--- config.mk ---
export PLATFORM = sky130hd
export DESIGN_NAME = epoch_seconds_to_utc_calendar
export DESIGN_NICKNAME = d
export VERILOG_FILES = /design/src/rtl/eutc_pkg.sv /design/src/rtl/eutc_dp.sv /design/src/rtl/eutc_ctrl.sv /design/src/rtl/epoch_seconds_to_utc_calendar.sv
export SDC_FILE = /design/constraint.sdc
export NUM_CORES = 1
export LEC_CHECK = 0
export ABC_CLOCK_PERIOD_IN_PS = 13250
export BUFFER_PORTS_ARGS = -buffer_cell sky130_fd_sc_hd__buf_2
export CAP_MARGIN = 25
export CORE_UTILIZATION = 35
export DETAILED_ROUTE_END_ITERATION = 10
export MAX_ROUTING_LAYER = met4
export PLACE_DENSITY = 0.54
export RECOVER_POWER = 25
export SYNTH_ARGS = -nofsm -noshare
export SYNTH_HDL_FRONTEND = slang
export SYNTH_SLANG_ARGS = --single-unit
--- constraint.sdc ---
create_clock -name clk -period 13.25 [get_ports clk]
set_input_delay 2.65 -clock clk [delete_from_list [all_inputs] [get_ports clk]]
set_output_delay 2.65 -clock clk [all_outputs]
set_load 0.01 [all_outputs]
--- src/rtl/eutc_pkg.sv ---
// ----------------------------------------------------------------------------
// eutc_pkg
// Shared types, constants and month table for the epoch to UTC calendar
// converter.
// ----------------------------------------------------------------------------
package eutc_pkg;

  // 86400 = 675 * 2^7, so days = ((secs >> 7) * DAY_RECIP) >> 35, exact for
  // every 32-bit secs
  localparam logic [25:0] DAY_RECIP     = 26'd50903317;  // ceil(2^35 / 675)
  localparam logic [9:0]  DAY_DIV_HI    = 10'd675;
  localparam logic [16:0] SECS_PER_HOUR = 17'd3600;
  localparam logic [16:0] SECS_PER_MIN  = 17'd60;

  localparam logic [7:0]  FIRST_YEAR_OFS = 8'd70;   // 1970 - 1900
  localparam logic [1:0]  FIRST_YEAR_M4   = 2'd2;   // 1970 mod 4
  localparam logic [6:0]  FIRST_YEAR_M100 = 7'd70;  // 1970 mod 100
  localparam logic [8:0]  FIRST_YEAR_M400 = 9'd370; // 1970 mod 400

  localparam logic [3:0]  LAST_MONTH = 4'd11;
  localparam logic [3:0]  FEBRUARY   = 4'd1;
  localparam logic [2:0]  EPOCH_WEEKDAY = 3'd4;     // 1970-01-01 was a Thursday

  typedef struct packed {
    logic load;
    logic day_calc;
    logic tod_calc;
    logic year_step;
    logic month_step;
    logic hms_run;
    logic out_load;
  } eutc_cmd_t;

  typedef struct packed {
    logic year_done;
    logic month_done;
    logic hms_done;
  } eutc_stat_t;

  function automatic logic [4:0] month_len(input logic [3:0] mon, input logic leap);
    logic [4:0] len;
    case (mon)
      4'd0, 4'd2, 4'd4, 4'd6, 4'd7, 4'd9, 4'd11: len = 5'd31;
      4'd3, 4'd5, 4'd8, 4'd10:                   len = 5'd30;
      FEBRUARY:                                  len = leap ? 5'd29 : 5'd28;
      default:                                   len = 5'd31;
    endcase
    return len;
  endfunction

endpackage

--- src/rtl/eutc_dp.sv ---
// ----------------------------------------------------------------------------
// eutc_dp
// Datapath: reciprocal multiply for the day count, year and month loops,
// time-of-day breakdown and the output register.
// ----------------------------------------------------------------------------
module eutc_dp
  import eutc_pkg::*;
(
  input  logic        clk,
  input  eutc_cmd_t   cmd,
  output eutc_stat_t  stat,
  input  logic [31:0] epoch_seconds,
  output logic        valid_res,
  output logic [7:0]  years_since_1900,
  output logic [3:0]  month_index,
  output logic [4:0]  day_of_month,
  output logic [8:0]  day_of_year,
  output logic [2:0]  weekday,
  output logic [4:0]  hour_of_day,
  output logic [5:0]  minute_of_hour,
  output logic [5:0]  second_of_minute
);

  logic [31:0] secs;
  logic [15:0] days;
  logic [16:0] rem;
  logic [2:0]  mod7;
  logic        is_zero;
  logic [7:0]  year;
  logic [1:0]  y4;
  logic [6:0]  y100;
  logic [8:0]  y400;
  logic [3:0]  mon;
  logic [8:0]  month_start;
  logic [4:0]  hour;
  logic [5:0]  minute;

  logic [24:0] secs_hi;
  logic [50:0] day_prod;
  logic [15:0] day_count;
  logic [25:0] day_base;
  logic [9:0]  hi_rem;
  logic [16:0] tod;
  logic        leap;
  logic [8:0]  ylen;
  logic [4:0]  mlen;
  logic [8:0]  month_end;
  logic [3:0]  wd_sum;
  logic [2:0]  wd;
  logic [8:0]  mday;

  // fold three-bit groups (8 = 1 mod 7) down to one residue
  function automatic logic [2:0] mod7_of(input logic [15:0] v);
    logic [5:0] fold1;
    logic [3:0] fold2;
    logic [2:0] fold3;
    fold1 = {3'd0, v[2:0]} + {3'd0, v[5:3]} + {3'd0, v[8:6]} + {3'd0, v[11:9]}
          + {3'd0, v[14:12]} + {5'd0, v[15]};
    fold2 = {1'b0, fold1[2:0]} + {1'b0, fold1[5:3]};
    fold3 = fold2[2:0] + {2'd0, fold2[3]};
    return (fold3 == 3'd7) ? 3'd0 : fold3;
  endfunction

  assign secs_hi   = secs[31:7];
  assign day_prod  = {26'd0, secs_hi} * {25'd0, DAY_RECIP};
  assign day_count = day_prod[50:35];
  // remainder of the high part, then put back the low seven bits
  assign day_base  = {10'd0, days} * {16'd0, DAY_DIV_HI};
  assign hi_rem    = 10'({1'b0, secs_hi} - day_base);
  assign tod       = {hi_rem, secs[6:0]};

  assign leap      = ((y4 == 2'd0) && (y100 != 7'd0)) || (y400 == 9'd0);
  assign ylen      = leap ? 9'd366 : 9'd365;
  assign mlen      = month_len(mon, leap);
  assign month_end = month_start + 9'(mlen);
  assign wd_sum    = 4'(mod7) + 4'(EPOCH_WEEKDAY);
  assign wd        = (wd_sum >= 4'd7) ? 3'(wd_sum - 4'd7) : wd_sum[2:0];
  assign mday      = days[8:0] - month_start + 9'd1;

  assign stat.year_done  = (days < 16'(ylen));
  assign stat.month_done = (mon == LAST_MONTH) || (month_end > days[8:0]);
  assign stat.hms_done   = (rem < SECS_PER_MIN);

  always_ff @(posedge clk) begin
    if (cmd.load) begin
      secs        <= epoch_seconds;
      is_zero     <= (epoch_seconds == 32'd0);
      year        <= FIRST_YEAR_OFS;
      y4          <= FIRST_YEAR_M4;
      y100        <= FIRST_YEAR_M100;
      y400        <= FIRST_YEAR_M400;
      mon         <= '0;
      month_start <= '0;
      hour        <= '0;
      minute      <= '0;
    end else begin
      if (cmd.day_calc) begin
        days <= day_count;
      end
      if (cmd.tod_calc) begin
        rem  <= tod;
        mod7 <= mod7_of(days);
      end
      if (cmd.year_step && !stat.year_done) begin
        days <= days - 16'(ylen);
        year <= year + 8'd1;
        y4   <= y4 + 2'd1;
        y100 <= (y100 == 7'd99)  ? 7'd0 : y100 + 7'd1;
        y400 <= (y400 == 9'd399) ? 9'd0 : y400 + 9'd1;
      end
      if (cmd.month_step && !stat.month_done) begin
        month_start <= month_end;
        mon         <= mon + 4'd1;
      end
      // peel hours first, then minutes; the remainder is seconds
      if (cmd.hms_run && !stat.hms_done) begin
        if (rem >= SECS_PER_HOUR) begin
          rem  <= rem - SECS_PER_HOUR;
          hour <= hour + 5'd1;
        end else begin
          rem    <= rem - SECS_PER_MIN;
          minute <= minute + 6'd1;
        end
      end
    end
  end

  always_ff @(posedge clk) begin
    if (cmd.out_load) begin
      if (is_zero) begin
        valid_res        <= 1'b0;
        years_since_1900 <= '0;
        month_index      <= '0;
        day_of_month     <= '0;
        day_of_year      <= '0;
        weekday          <= '0;
        hour_of_day      <= '0;
        minute_of_hour   <= '0;
        second_of_minute <= '0;
      end else begin
        valid_res        <= 1'b1;
        years_since_1900 <= year;
        month_index      <= mon;
        day_of_month     <= mday[4:0];
        day_of_year      <= days[8:0];
        weekday          <= wd;
        hour_of_day      <= hour;
        minute_of_hour   <= minute;
        second_of_minute <= rem[5:0];
      end
    end
  end

endmodule

--- src/rtl/eutc_ctrl.sv ---
// ----------------------------------------------------------------------------
// eutc_ctrl
// Controller: sequences day count, time of day, year, month and output
// phases and runs the request handshakes on both channels.
// ----------------------------------------------------------------------------
module eutc_ctrl
  import eutc_pkg::*;
(
  input  logic       clk,
  input  logic       rst,
  input  logic       in_valid,
  output logic       in_stall,
  output logic       out_valid,
  input  logic       out_stall,
  output eutc_cmd_t  cmd,
  input  eutc_stat_t stat
);

  typedef enum logic [2:0] {
    S_IDLE,
    S_DAYS,
    S_TOD,
    S_YEAR,
    S_MONTH,
    S_FINISH
  } state_t;

  state_t state;
  logic   out_free;

  assign out_free = !out_valid || !out_stall;
  assign in_stall = (state != S_IDLE);

  always_comb begin
    cmd            = '0;
    cmd.load       = (state == S_IDLE) && in_valid;
    cmd.day_calc   = (state == S_DAYS);
    cmd.tod_calc   = (state == S_TOD);
    cmd.year_step  = (state == S_YEAR);
    cmd.month_step = (state == S_MONTH);
    cmd.hms_run    = (state == S_YEAR) || (state == S_MONTH) || (state == S_FINISH);
    cmd.out_load   = (state == S_FINISH) && stat.hms_done && out_free;
  end

  always_ff @(posedge clk) begin
    if (rst) begin
      state     <= S_IDLE;
      out_valid <= 1'b0;
    end else begin
      // drop the result once taken; a new one may replace it in the same cycle
      if (cmd.out_load) begin
        out_valid <= 1'b1;
      end else if (!out_stall) begin
        out_valid <= 1'b0;
      end
      case (state)
        S_IDLE: begin
          if (in_valid) state <= S_DAYS;
        end
        S_DAYS: begin
          state <= S_TOD;
        end
        S_TOD: begin
          state <= S_YEAR;
        end
        S_YEAR: begin
          if (stat.year_done) state <= S_MONTH;
        end
        S_MONTH: begin
          if (stat.month_done) state <= S_FINISH;
        end
        S_FINISH: begin
          if (cmd.out_load) state <= S_IDLE;
        end
        default: state <= S_IDLE;
      endcase
    end
  end

endmodule

--- src/rtl/epoch_seconds_to_utc_calendar.sv ---
// ----------------------------------------------------------------------------
// epoch_seconds_to_utc_calendar
// Converts unsigned seconds since 1970-01-01 UTC into UTC calendar fields.
// ----------------------------------------------------------------------------
// Input channel: in_valid / in_stall with epoch_seconds. A request is taken
// when in_valid is high and in_stall is low. in_stall is high while a
// conversion is in progress; one request is converted at a time.
// Output channel: out_valid / out_stall with the calendar fields. A result is
// taken when out_valid is high and out_stall is low.
// Steps: the day count (reciprocal multiply), then time of day and weekday,
// then one year step per year from 1970, then one month step per month (up to
// 11), then the output load. Hour/minute extraction (up to 82 subtract steps)
// runs beside the year and month loops, and the output load waits for it to
// finish. The result sits in an output register, so a new request is accepted
// the cycle after the result is loaded. If the receiver stalls, the result
// holds and a finished conversion waits until the output register frees up.
// An input of zero returns valid_res = 0 with every other field zero.
// Reset (rst, synchronous) returns the controller to idle and drops out_valid.
// ----------------------------------------------------------------------------
module epoch_seconds_to_utc_calendar
  import eutc_pkg::*;
(
  input  logic        clk,
  input  logic        rst,
  input  logic        in_valid,
  output logic        in_stall,
  input  logic [31:0] epoch_seconds,
  output logic        out_valid,
  input  logic        out_stall,
  output logic        valid_res,
  output logic [7:0]  years_since_1900,
  output logic [3:0]  month_index,
  output logic [4:0]  day_of_month,
  output logic [8:0]  day_of_year,
  output logic [2:0]  weekday,
  output logic [4:0]  hour_of_day,
  output logic [5:0]  minute_of_hour,
  output logic [5:0]  second_of_minute
);

  eutc_cmd_t  cmd;
  eutc_stat_t stat;

  eutc_ctrl u_ctrl (
    .clk       (clk),
    .rst       (rst),
    .in_valid  (in_valid),
    .in_stall  (in_stall),
    .out_valid (out_valid),
    .out_stall (out_stall),
    .cmd       (cmd),
    .stat      (stat)
  );

  eutc_dp u_dp (
    .clk              (clk),
    .cmd              (cmd),
    .stat             (stat),
    .epoch_seconds    (epoch_seconds),
    .valid_res        (valid_res),
    .years_since_1900 (years_since_1900),
    .month_index      (month_index),
    .day_of_month     (day_of_month),
    .day_of_year      (day_of_year),
    .weekday          (weekday),
    .hour_of_day      (hour_of_day),
    .minute_of_hour   (minute_of_hour),
    .second_of_minute (second_of_minute)
  );

endmodule

* Yosys cells after proc, flatten, opt, wreduce, memory -nomap -nowiden
Cells that the tools add are included.
Storage, ports and cells: input port bits 36, output and inout port bits 49, flip-flop bits (word level) 170, word-level logic and storage cells 126
Operators by class: equal/unequal tests 19, add/subtract/negate cells 23, reduce and logical (&&, ||, !) cells 32, bitwise logic cells 2, order comparisons 5, multipliers 2, mux-type cells 19
Operator list (count):
- $mul 25x26->51 const B | 1
- $mux 17 | 3
- $logic_not 32->1 | 1
- $mux 16 | 2
- $pmux 3 s6 | 1
- $ge 17x12->1 const B | 1
- $lt 17x6->1 const B | 1
- $sub 17x12->17 const B | 1
- $sub 17x6->17 const B | 1
- $lt 16x9->1 | 1
- $mul 16x10->10 const B | 1
- $sub 16x9->16 | 1
- $mux 3 | 5
- $add 6x3->6 | 2
- $eq 4x4->1 const B | 3
- $add 5x1->5 const B | 2
- $pmux 5 s2 | 1
- $reduce_and 2->1 | 5
- $sub 10x10->10 | 1
- $add 9x1->9 const B | 1
- $add 9x5->9 | 1
- $eq 3x3->1 const B | 3
- $eq 9x9->1 const B | 1
- $gt 9x9->1 | 1
- 37 further kinds | 61

* Depth between registers and ports, before layout
Gate-level depths: netlist of the first run.
word-level depth 10, depth in mapped cells 25, gate-level depth less buffers 25

* Cells and area by module
From an unflattened synthesis of the first run, not the netlist that was laid out.
Second synthesis, totals: cell total of the unflattened synthesis 1877, area total of the unflattened synthesis 19144.6 um2
By module, submodules not included:
- eutc_dp | times used 1, sequential area each 4484.3 um2, cells each 1837, area each 18841.8 um2
- eutc_ctrl | times used 1, sequential area each 80.1 um2, cells each 40, area each 302.8 um2

* Worst setup path after synthesis of the first run
Ideal clock, no wire load.
path type flip-flop to flip-flop, start reg u_dp.secs[20], end reg u_dp.days[12] (data pin), clock period less this slack 6.261 ns, arrival time 6.000 ns, buffers on the path 0, path slack 6.989 ns, stages on the path, launching flop included 22, data required time 12.988 ns, library setup time 0.262 ns, cells stage by stage edfxtp_1 -> fa_1 -> inv_1 -> fa_1 -> inv_1 -> ha_1 -> fa_1 -> fa_1 -> fa_1 -> inv_1 -> fa_1 -> inv_1 -> ha_1 -> a21o_1 -> a2111o_1 -> o2111ai_1 -> o211ai_1 -> o21ai_1 -> a21oi_1 -> o41ai_4 -> mux2i_1 -> o31ai_1
Between the ends: cells in the longest elaborated chain, start to end 3
Ends and longest elaborated chain:
- start: declaration | line eutc_dp.sv:24 | logic [31:0] secs;
- start signal: assignment | line eutc_dp.sv:86 | secs <= epoch_seconds;
- $mul 25x26->51 | line eutc_dp.sv:65 | assign day_prod = {26'd0, secs_hi} * {25'd0, DAY_RECIP};
- $mux 16 | line eutc_dp.sv:97 | if (cmd.day_calc) begin
- $mux 16 | line eutc_dp.sv:104 | if (cmd.year_step && !stat.year_done) begin
- end signal: assignment | line eutc_dp.sv:98 | days <= day_count;
- end signal: assignment | line eutc_dp.sv:105 | days <= days - 16'(ylen);
- end: declaration | line eutc_dp.sv:25 | logic [15:0] days;
No other way between the ends. The select of a mux whose other input is x is not followed. A chain may end at the register's enable or synchronous reset.

* Worst setup path after layout of the first run
start reg u_dp.secs[28], end reg u_dp.days[12] (data pin)
The elaborated chain is that of the path after synthesis.

==> results of run 1 <==
[worst paths after layout]
check	endpoint	depth (start not counted)	startpoint	slack, ns
worst max-delay path	u_dp.days[12]$_DFFE_PP_	21	u_dp.secs[28]$_DFFE_PP_	5.97
worst min-delay path	u_dp.minute[1]$_SDFFE_PP0P_	2	u_dp.minute[1]$_SDFFE_PP0P_	0.49
worst max register to register	u_dp.days[12]$_DFFE_PP_	21	u_dp.secs[28]$_DFFE_PP_	5.97
worst min register to register	u_dp.minute[1]$_SDFFE_PP0P_	2	u_dp.minute[1]$_SDFFE_PP0P_	0.49
[sequential cells by signal, indices dropped and copies added, names as in the netlist, 6 cells and up]
signal	cells
u_dp.secs	32
u_dp.rem	17
u_dp.days	16
u_dp.day_of_year	9
u_dp.month_start	9
u_dp.y400	9
u_dp.year	8
u_dp.years_since_1900	8
u_dp.y100	7
u_dp.minute	6
u_dp.minute_of_hour	6
u_dp.second_of_minute	6
[critical path, stage by stage, from the launching register on]
cell      delay (ns)
edfxtp_1        0.63
fa_1            0.51
ha_1            0.28
inv_1           0.05
fa_1            0.54
fa_1            0.56
inv_1           0.05
fa_1            0.53
inv_1           0.06
fa_1            0.53
inv_1           0.06
fa_1            0.49
ha_1            0.41
a21oi_1         0.41
o211ai_1        0.17
a211oi_1        0.24
a22oi_1         0.15
o21ai_1         0.38
a21oi_1         0.25
o41ai_4         0.38
mux2i_1         0.24
o31ai_1         0.07
[cells in the mapped netlist, drive strengths merged, types with 9 or more instances]
master    n  area [um^2]
nor2b    34          213
a21oi    78          398
nand4    23          144
and3      9         56.3
nor2    115          432
edfxtp  116         3480
xor2     44          385
nor3     16         91.3
mux2i     9         90.1
or3      10         67.6
ha      366         4580
inv     444         1670
nor4     13         81.3
nand2    91          342
nand3    39          195
dfxtp    54         1080
xnor2    62          543
clkbuf   19         71.3
fa      206         4120
a21boi    9         67.6
o21ai    70          350
a21o     29          218
a31oi    10         77.6
o21a      9         67.6
[stage by stage]
stage               instance area, um^2  setup WS, ns
CTS                               21400          5.93
global placement                  20800          6.00
floorplan                         19500          6.99
global route                      21400          5.38
detailed placement                20800          5.97
finish                            21400          5.97
[kinds of logic (layout without fill, tap and decap cells)]
group | after synthesis | in the layout | share of synthesized area (%)
adders and majority gates | 572 | 572 | 44.7
other | 0 | 2 | 0
DFF | 170 | 170 | 23.4
xor gates and xnor gates | 106 | 106 | 4.76
AOI/OAI and AO/OA | 244 | 244 | 7.76
muxes | 9 | 9 | 0.462
and+or+nand+nor | 388 | 388 | 9.76
buffers and inverters | 471 | 569 | 9.16
[area by class of cell]
cell class,instances,share of cell area (%)
antenna,2,0.0234
clock buffer,17,1.99
clock inverter,15,0.842
inverter,445,7.81
multi-input combinational,1319,61.5
sequential,170,21.3
tap,748,4.37
timing repair buffer,92,2.16
[layer usage]
layer	global-route usage [%]	share of wire, %	wire length, um
met1	22.4	45	21100
met2	30.9	50	23200
met5	-	0	0
met3	1.83	2.4	1140
met4	5.42	2.3	1090
==> metrics.md, run 1 <==
| Metric | Value |
|---|---|
| Status | finished, violations left |
| Failing checks | max-capacitance violations, max-slew violations |
| Drt via density | 4.71 |
| 1st-iter DRT viols | 561 |
| Unrepaired setup endpoints after global routing | no |
| Synth Cell Area | 19500 um^2 |
| Global-route wire length before repair | 76500 um |
| Dpl hpwl | 39300 um |
| Post-Syn Instances | 1960 |
| Postcts setup bufs | 0 |
| Worst setup SP type | flip-flop |
| Distinct cells, synth | 67 |
| Slew Viols, Final | 48 |
| Register Area | 4560 um^2 |
| Setup TNS | 0 ns |
| Most common cell after layout, fill and taps aside | inv_1 |
| Port bufs | 84 |
| Layout Area Growth over Synthesis | 9.80% |
| Crit path DAT | 7.46 ns |
| Crit Path Class | flip-flop to flip-flop |
| Fillers | 5583 |
| Most frequent cells in the layout | inv_1, ha_1, fa_1 |
| H-tree Lvls | 4 |
| Cell Rows | 86 |
| DR vias | 13233 |
| Largest net degree at the start of global routing | 54 |
| Fin Hold WS | 0.490 ns |
| Clock tree buffer depth | 2 |
| Tmin final | 7.28 ns |
| Pre-Repair DR Iteration Count | 5 |
| Nets | 2653 |
| Routability cong. | 0.917 |
| Synth async-reset ratio | 0% |
| TritonCTS buffer count | 17 |
| Worst Max-Slew Pin Slew | 2.15 ns |
| Final Hold Fails | 0 |
| Hold Crit Class | flip-flop to flip-flop |
| Fin crit share | 54.9% |
| Area of the multi-input gates | 13100 um^2 |
| Vias in the first global route | 14111 |
| WP data required | 13.43 ns |
| Io pins | 85 |
| Starting density of the core | 35.4% |
| Syn Nets | 2568 |
| Post-route ant nets | 0 |
| EDFF count, synth | 116 |
| Worst Skew | 0.0148 ns |
| GRT Total Usage | 18.0% |
| Fmax | 137 MHz |
| Top FF cell, synth | edfxtp_1 |
| Share of layout cells above drive strength 1 | 5.39% |
| Die H | 238 um |
| Worst skew pair latency | 0.45 ns |
| Die ar. | 56600 um^2 |
| Yosys Warn Count | 0 |
| Slew HR | -43.2% |
| Post-synthesis sequential area ratio | 23.4% |
| Placed cell count | 2773 |
| Total Routed Length | 46600 um |
| Final setup fails | 0 |
| Post_cts resized | 0 |
| Root buffer cell | clkbuf_16 |
| CTS Sinks | 170 |
| Core box area | 55100 um^2 |
| Critical path capture point type | flip-flop |
| Max-cap violation count | 1 |
| Hold buffers post-CTS | 0 |
| Die width | 238 um |
| Post-route insts no fill | 2808 |
| Initial antenna violation count | 1 |
| Clock transition at path regs | 0.08 ns |
| Gr ovfl total | 0 |
| Syn_area_per_cell | 9.94 um^2 |
| Synthesis-stage register bit count | 170 |
| DRC | 0 |
| Finished Core Util | 38.8% |
| CTS tree | done |
| CP Max Fanout | 8 |
| Avg WL per Cell | 16.6 um |
Power of run 1 is not shown: default switching activity piles up to over one toggle a cycle in this logic, so the estimate is an artifact.
==> run 2, diff against run 1 <==
--- a/config.mk
+++ b/config.mk
@@ -5,7 +5,7 @@
 export SDC_FILE = /design/constraint.sdc
 export NUM_CORES = 1
 export LEC_CHECK = 0
-export ABC_CLOCK_PERIOD_IN_PS = 13250
+export ABC_CLOCK_PERIOD_IN_PS = 7400
 export BUFFER_PORTS_ARGS = -buffer_cell sky130_fd_sc_hd__buf_2
 export CAP_MARGIN = 25
 export CORE_UTILIZATION = 35
==> constraint.sdc (replaced) <==
create_clock -name clk -period 7.4 [get_ports clk]
set_input_delay 1.48 -clock clk [delete_from_list [all_inputs] [get_ports clk]]
set_output_delay 1.48 -clock clk [all_outputs]
set_load 0.01 [all_outputs]
==> metrics.md, run 2 (synthesis results as in run 1) <==
| Metric | Value |
|---|---|
| Clock tree buffer depth | 2 (unchanged) |
| Initial antenna violation count | 2 (+1) |
| Die width | 238 um (unchanged) |
| Fin crit share | 93.2% (+38 points) |
| Most common cell after layout, fill and taps aside | inv_1 |
| Unrepaired setup endpoints after global routing | no |
| Port bufs | 84 (unchanged) |
| CTS Sinks | 170 (unchanged) |
| Pre-Repair DR Iteration Count | 5 (unchanged) |
| Io pins | 85 (unchanged) |
| Crit path DAT | 7.20 ns (-0.26 ns) |
| Starting density of the core | 35.4% (unchanged) |
| CP startpoint | u_dp.secs[24]$_DFFE_PP_ |
| Critical path capture point type | flip-flop |
| WL met3 | 1490 um (+31%) |
| Total length of routed met2 wires | 22900 um (-1.4%) |
| Antenna cell count | 0 (-2) |
| Most flops, register | u_dp.secs |
| Worst Skew | 0.0160 ns (+0.00118 ns) |
| Max reg flops | 32 (unchanged) |
| Failing checks | max-capacitance violations, max-slew violations |
| Most frequent cells in the layout | inv_1, ha_1, fa_1 |
| Clock transition at path regs | 0.08 ns (about the same) |
| Worst setup SP type | flip-flop |
| Total Routed Length | 47000 um (+0.93%) |
| Routability cong. | 0.935 (+2.0%) |
| Final setup fails | 0 (unchanged) |
| Biggest regs | u_dp.secs (32), u_dp.rem (17), u_dp.days (16) |
| Hold_sp | u_dp.minute[5]$_SDFFE_PP0P_ |
| Dpl hpwl | 40100 um (+2.0%) |
| Core box area | 55100 um^2 (unchanged) |
| TritonCTS buffer count | 17 (unchanged) |
| Worst Max-Slew Pin Slew | 2.23 ns (+0.0852 ns) |
| Slew HR | -48.9% (-5.7 points) |
| Layout Area Growth over Synthesis | 10.6% |
| Nets | 2678 (+0.94%) |
| Root buffer cell | clkbuf_16 |
| Avg WL per Cell | 16.6 um (+0.11%) |
| WP data required | 7.71 ns (-5.72 ns) |
| Tmin final | 6.90 ns (-0.383 ns) |
| 1st-iter DRT viols | 517 (-7.8%) |
| Fmax | 145 MHz (+5.6%) |
| DR vias | 13329 (+0.73%) |
| Share of layout cells above drive strength 1 | 6.19% (+0.80 points) |
| Hold Crit Class | flip-flop to flip-flop |
| Cell Rows | 86 (unchanged) |
| H-tree Lvls | 4 (unchanged) |
| DRC | 0 (unchanged) |
| Global-route wire length before repair | 76400 um (about the same) |
| Top sig layer | met4 |
| Final Hold Fails | 0 (unchanged) |
| CP Max Fanout | 10 (+2) |
| Slew Viols, Final | 48 (unchanged) |
| Fillers | 5484 (-1.8%) |
| Worst skew pair latency | 0.45 ns (about the same) |
| Die H | 238 um (unchanged) |
| Gr ovfl total | 0 (unchanged) |
| Drt via density | 4.71 (about the same) |
| Vias in the first global route | 14019 (-0.65%) |
| Post-route ant nets | 0 (unchanged) |
| Hold buffers post-CTS | 0 (unchanged) |
| Worst r2r src | u_dp.secs[24]$_DFFE_PP_ |
| Status | finished, violations left |
| Largest net degree at the start of global routing | 52 (-3.7%) |
| GRT Total Usage | 18.1% (+0.054 points) |
| CTS tree | done |
| Setup TNS | 0 ns (unchanged) |
| Met1 WL | 21200 um (+0.43%) |
| Die ar. | 56600 um^2 (unchanged) |
| Crit Path Class | flip-flop to flip-flop |
| Max-cap violation count | 1 (unchanged) |
## run 2: layer usage
layer / global-route usage [%] / up-vias
li1: - / 6631
met1: 22.5 / 6435
met2: 30.5 / 212
met3: 2.09 / 51
met4: 5.96 / 0
met5: - / -
## run 2: cell type report
class	instances	area, um^2	share of cell area, %
Multi-Input combinational cell	1319	13200	61.0
Inverter	445	1670	7.75
Sequential cell	170	4560	21.2
Clock buffer	20	458	2.12
Timing Repair Buffer	117	644	2.99
Clock inverter	12	131	0.609
Tap cell	748	936	4.34
## run 2: stage by stage
| step | setup WS [ns] | instance area, um^2 | hold WS [ns] | utilization [%] | cells |
|---|---|---|---|---|---|
| final | 0.504 | 21600 | 0.510 | 39.1 | 2831 |
| after global routing | 0.0640 | 21600 | 0.546 | 39.1 | 2831 |
| after CTS | 0.316 | 21500 | 0.508 | 39.1 | 2825 |
| after detailed placement | 0.368 | 21000 | 0.497 | 38.0 | 2793 |
| after global placement | 0.450 | 21000 | 0.486 | 38.0 | 2793 |
| after floorplan | 1.14 | 19500 | 0.462 | - | 1960 |
## run 2: final timing paths
kind | slack [ns] | to | cells after the start
worst max-delay path | 0.50 | u_dp.days[14]$_DFFE_PP_ | 19
worst min-delay path | 0.51 | u_dp.minute[5]$_SDFFE_PP0P_ | 2
worst max register to register | 0.50 | u_dp.days[14]$_DFFE_PP_ | 19
worst min register to register | 0.51 | u_dp.minute[5]$_SDFFE_PP0P_ | 2
## run 2: timing repair
action | CTS | global route
gates resized for setup | 0 | 1
endpoints found under the hold margin | 0 | 0
endpoints found under the setup margin | 0 | 2
buffers inserted | 0 | 5
## run 2: critical path, cell delays in order (launching register included)
cell and delay, ns:
edfxtp_1 0.73, fa_1 0.52, ha_1 0.30, fa_1 0.47
fa_1 0.52, fa_1 0.52, fa_1 0.55, inv_1 0.06
fa_1 0.53, inv_1 0.04, ha_1 0.36, nand3_1 0.15
nor4_1 0.40, o211ai_1 0.15, a22oi_1 0.29, o21ai_1 0.22
a21oi_2 0.32, o41ai_4 0.12, or4_1 0.41, nand3_1 0.09
Power of run 2 is left out for the same reason.
==> run 3, diff against run 2 <==
--- a/config.mk
+++ b/config.mk
@@ -5,7 +5,7 @@
 export SDC_FILE = /design/constraint.sdc
 export NUM_CORES = 1
 export LEC_CHECK = 0
-export ABC_CLOCK_PERIOD_IN_PS = 7400
+export ABC_CLOCK_PERIOD_IN_PS = 8130
 export BUFFER_PORTS_ARGS = -buffer_cell sky130_fd_sc_hd__buf_2
 export CAP_MARGIN = 25
 export CORE_UTILIZATION = 35
==> constraint.sdc (replaced) <==
create_clock -name clk -period 8.13 [get_ports clk]
set_input_delay 1.626 -clock clk [delete_from_list [all_inputs] [get_ports clk]]
set_output_delay 1.626 -clock clk [all_outputs]
set_load 0.01 [all_outputs]
==> metrics.md, run 3 (synthesis results as in run 1) <==
| Metric | Value |
|---|---|
| Share of layout cells above drive strength 1 | 5.54% (-0.66 points) |
| Unrepaired setup endpoints after global routing | no |
| WP data required | 8.31 ns (+0.60 ns) |
| Max-cap violation count | 1 (unchanged) |
| CTS tree | done |
| Worst setup SP type | flip-flop |
| Post_cts resized | 0 (unchanged) |
| Cell Rows | 86 (unchanged) |
| Worst Skew | 0.0140 ns (-0.00192 ns) |
| Postcts setup bufs | 0 (unchanged) |
| H-tree Lvls | 4 (unchanged) |
| Biggest regs | u_dp.secs (32), u_dp.rem (17), u_dp.days (16) |
| Worst skew pair latency | 0.44 ns (about the same) |
| Starting density of the core | 35.4% (unchanged) |
| CTS Sinks | 170 (unchanged) |
| CP Max Fanout | 11 (+1) |
| Vias in the first global route | 14382 (+2.6%) |
| Fin Hold WS | 0.497 ns (-0.0133 ns) |
| Final setup fails | 0 (unchanged) |
| Most frequent cells in the layout | inv_1, ha_1, fa_1 |
| Port bufs | 84 (unchanged) |
| Slew Viols, Final | 48 (unchanged) |
| Most common cell after layout, fill and taps aside | inv_1 |
| Setup slack, reg-to-reg | 0.92 ns (+0.41 ns) |
| Fin crit share | 88.7% (-4.4 points) |
| Dpl hpwl | 40100 um (about the same) |
| TritonCTS buffer count | 17 (unchanged) |
| Setup TNS | 0 ns (unchanged) |
| Nets | 2654 (-0.90%) |
| Die width | 238 um (unchanged) |
| Fmax | 139 MHz (-4.4%) |
| Crit path DAT | 7.39 ns (+0.19 ns) |
| 1st-iter DRT viols | 556 (+7.5%) |
| Status | finished, violations left |
| Tmin final | 7.21 ns (+0.319 ns) |
| Fillers | 5507 (+0.42%) |
| Endpoint, Worst Hold | u_dp.minute[1]$_SDFFE_PP0P_ |
| Hold Crit Class | flip-flop to flip-flop |
| Gr ovfl total | 0 (unchanged) |
| Worst Max-Slew Pin Slew | 2.11 ns (-0.128 ns) |
| Clock tree buffer depth | 2 (unchanged) |
| Io pins | 85 (unchanged) |
| Post-route ant nets | 0 (unchanged) |
| Die ar. | 56600 um^2 (unchanged) |
| Failing checks | max-capacitance violations, max-slew violations |
| Worst reg2reg endpoint | u_dp.days[15]$_DFFE_PP_ |
| Routability cong. | 0.922 (-1.4%) |
| Worst r2r src | u_dp.secs[12]$_DFFE_PP_ |
| Core box area | 55100 um^2 (unchanged) |
| Avg WL per Cell | 16.8 um (+1.1%) |
| Pre-Repair DR Iteration Count | 5 (unchanged) |
| Final Hold Fails | 0 (unchanged) |
| Hold_sp | u_dp.minute[1]$_SDFFE_PP0P_ |
| Global-route wire length before repair | 77600 um (+1.6%) |
| Max reg flops | 32 (unchanged) |
| Hold buffers post-CTS | 0 (unchanged) |
| Clock transition at path regs | 0.07 ns (about the same) |
| Die H | 238 um (unchanged) |
| Initial antenna violation count | 2 (unchanged) |
| Root buffer cell | clkbuf_16 |
| Total Routed Length | 47100 um (+0.25%) |
| Worst R2R Path Depth | 23 (+4) |
| DRC | 0 (unchanged) |
| Layout Area Growth over Synthesis | 9.66% |
| GRT Total Usage | 18.3% (+0.21 points) |
| Most flops, register | u_dp.secs |
| Slew HR | -40.4% (+8.5 points) |
| Largest net degree at the start of global routing | 54 (+3.8%) |
| Critical path capture point type | flip-flop |
| Hold Crit Depth | 2 (unchanged) |
| Drt via density | 4.76 (+1.1%) |
| Crit Path Class | flip-flop to flip-flop |
| DR vias | 13361 (+0.24%) |
run 3: changes by cell type in the layout (fill, tap and decap cells not counted), moves of 2 or more:
cell,delta
buf_4,-23
clkbuf_1,-10
clkinv_8,+2
inv_6,+4
inv_4,-2
buf_2,+8
run 3: cell type report:
class	count	area (um^2)	share of cell area, %
Inverter	445	1670	7.82
Timing Repair Buffer	93	454	2.13
Sequential cell	170	4560	21.4
Multi-Input combinational cell	1319	13200	61.6
Tap cell	748	936	4.38
Clock inverter	15	153	0.714
Antenna cell	1	2.50	0.0117
Clock buffer	17	425	1.99
run 3: how the worst max path moves through the flow:
stage	start	endpoint	slack [ns]	cells past startpoint
floorplan	u_dp.secs[20]$_DFFE_PP_	u_dp.days[12]$_DFFE_PP_	1.87	21
global placement	u_dp.secs[12]$_DFFE_PP_	u_dp.days[15]$_DFFE_PP_	0.96	23
detailed placement	u_dp.secs[12]$_DFFE_PP_	u_dp.days[15]$_DFFE_PP_	0.93	23
CTS	u_dp.secs[12]$_DFFE_PP_	u_dp.days[15]$_DFFE_PP_	0.86	23
global route	u_dp.secs[12]$_DFFE_PP_	u_dp.days[15]$_DFFE_PP_	0.47	23
finish	u_dp.secs[12]$_DFFE_PP_	u_dp.days[15]$_DFFE_PP_	0.92	23
run 3: metal layers:
| layer | share of wire [%] | wire, um | GRT usage, % | vias to the layer above |
|---|---|---|---|---|
| li1 | - | - | - | 6583 |
| met1 | 46 | 21700 | 23.0 | 6546 |
| met2 | 50 | 23400 | 31.1 | 172 |
| met3 | 1.6 | 772 | 1.54 | 60 |
| met4 | 2.7 | 1290 | 5.73 | 0 |
| met5 | 0 | 0 | - | - |
run 3: worst max-delay path, cell delays in order, from the launching register on:
cell and delay, ns:
edfxtp_1 0.71, inv_1 0.30, ha_1 0.42, inv_1 0.10, fa_1 0.46, ha_1 0.28, inv_1 0.05, fa_1 0.49
inv_1 0.05, fa_1 0.48, fa_1 0.56, inv_1 0.06, fa_1 0.54, inv_1 0.05, ha_1 0.29, nand2_1 0.08
nor2_1 0.24, nand3_1 0.15, a21o_1 0.22, a2111o_1 0.51, a211oi_1 0.45, o21ai_0 0.18, xnor2_1 0.17, o21ai_0 0.08
run 3: stage by stage:
step                instances  area [um^2]  worst slack (ns)  util, %
floorplan                1960        19500              1.87        -
global placement         2775        20800             0.963     37.8
detailed placement       2775        20800             0.928     37.8
CTS                      2807        21400             0.860     38.8
global route             2808        21400             0.470     38.8
finish                   2808        21400             0.915     38.8
Power of run 3 is left out for the same reason.
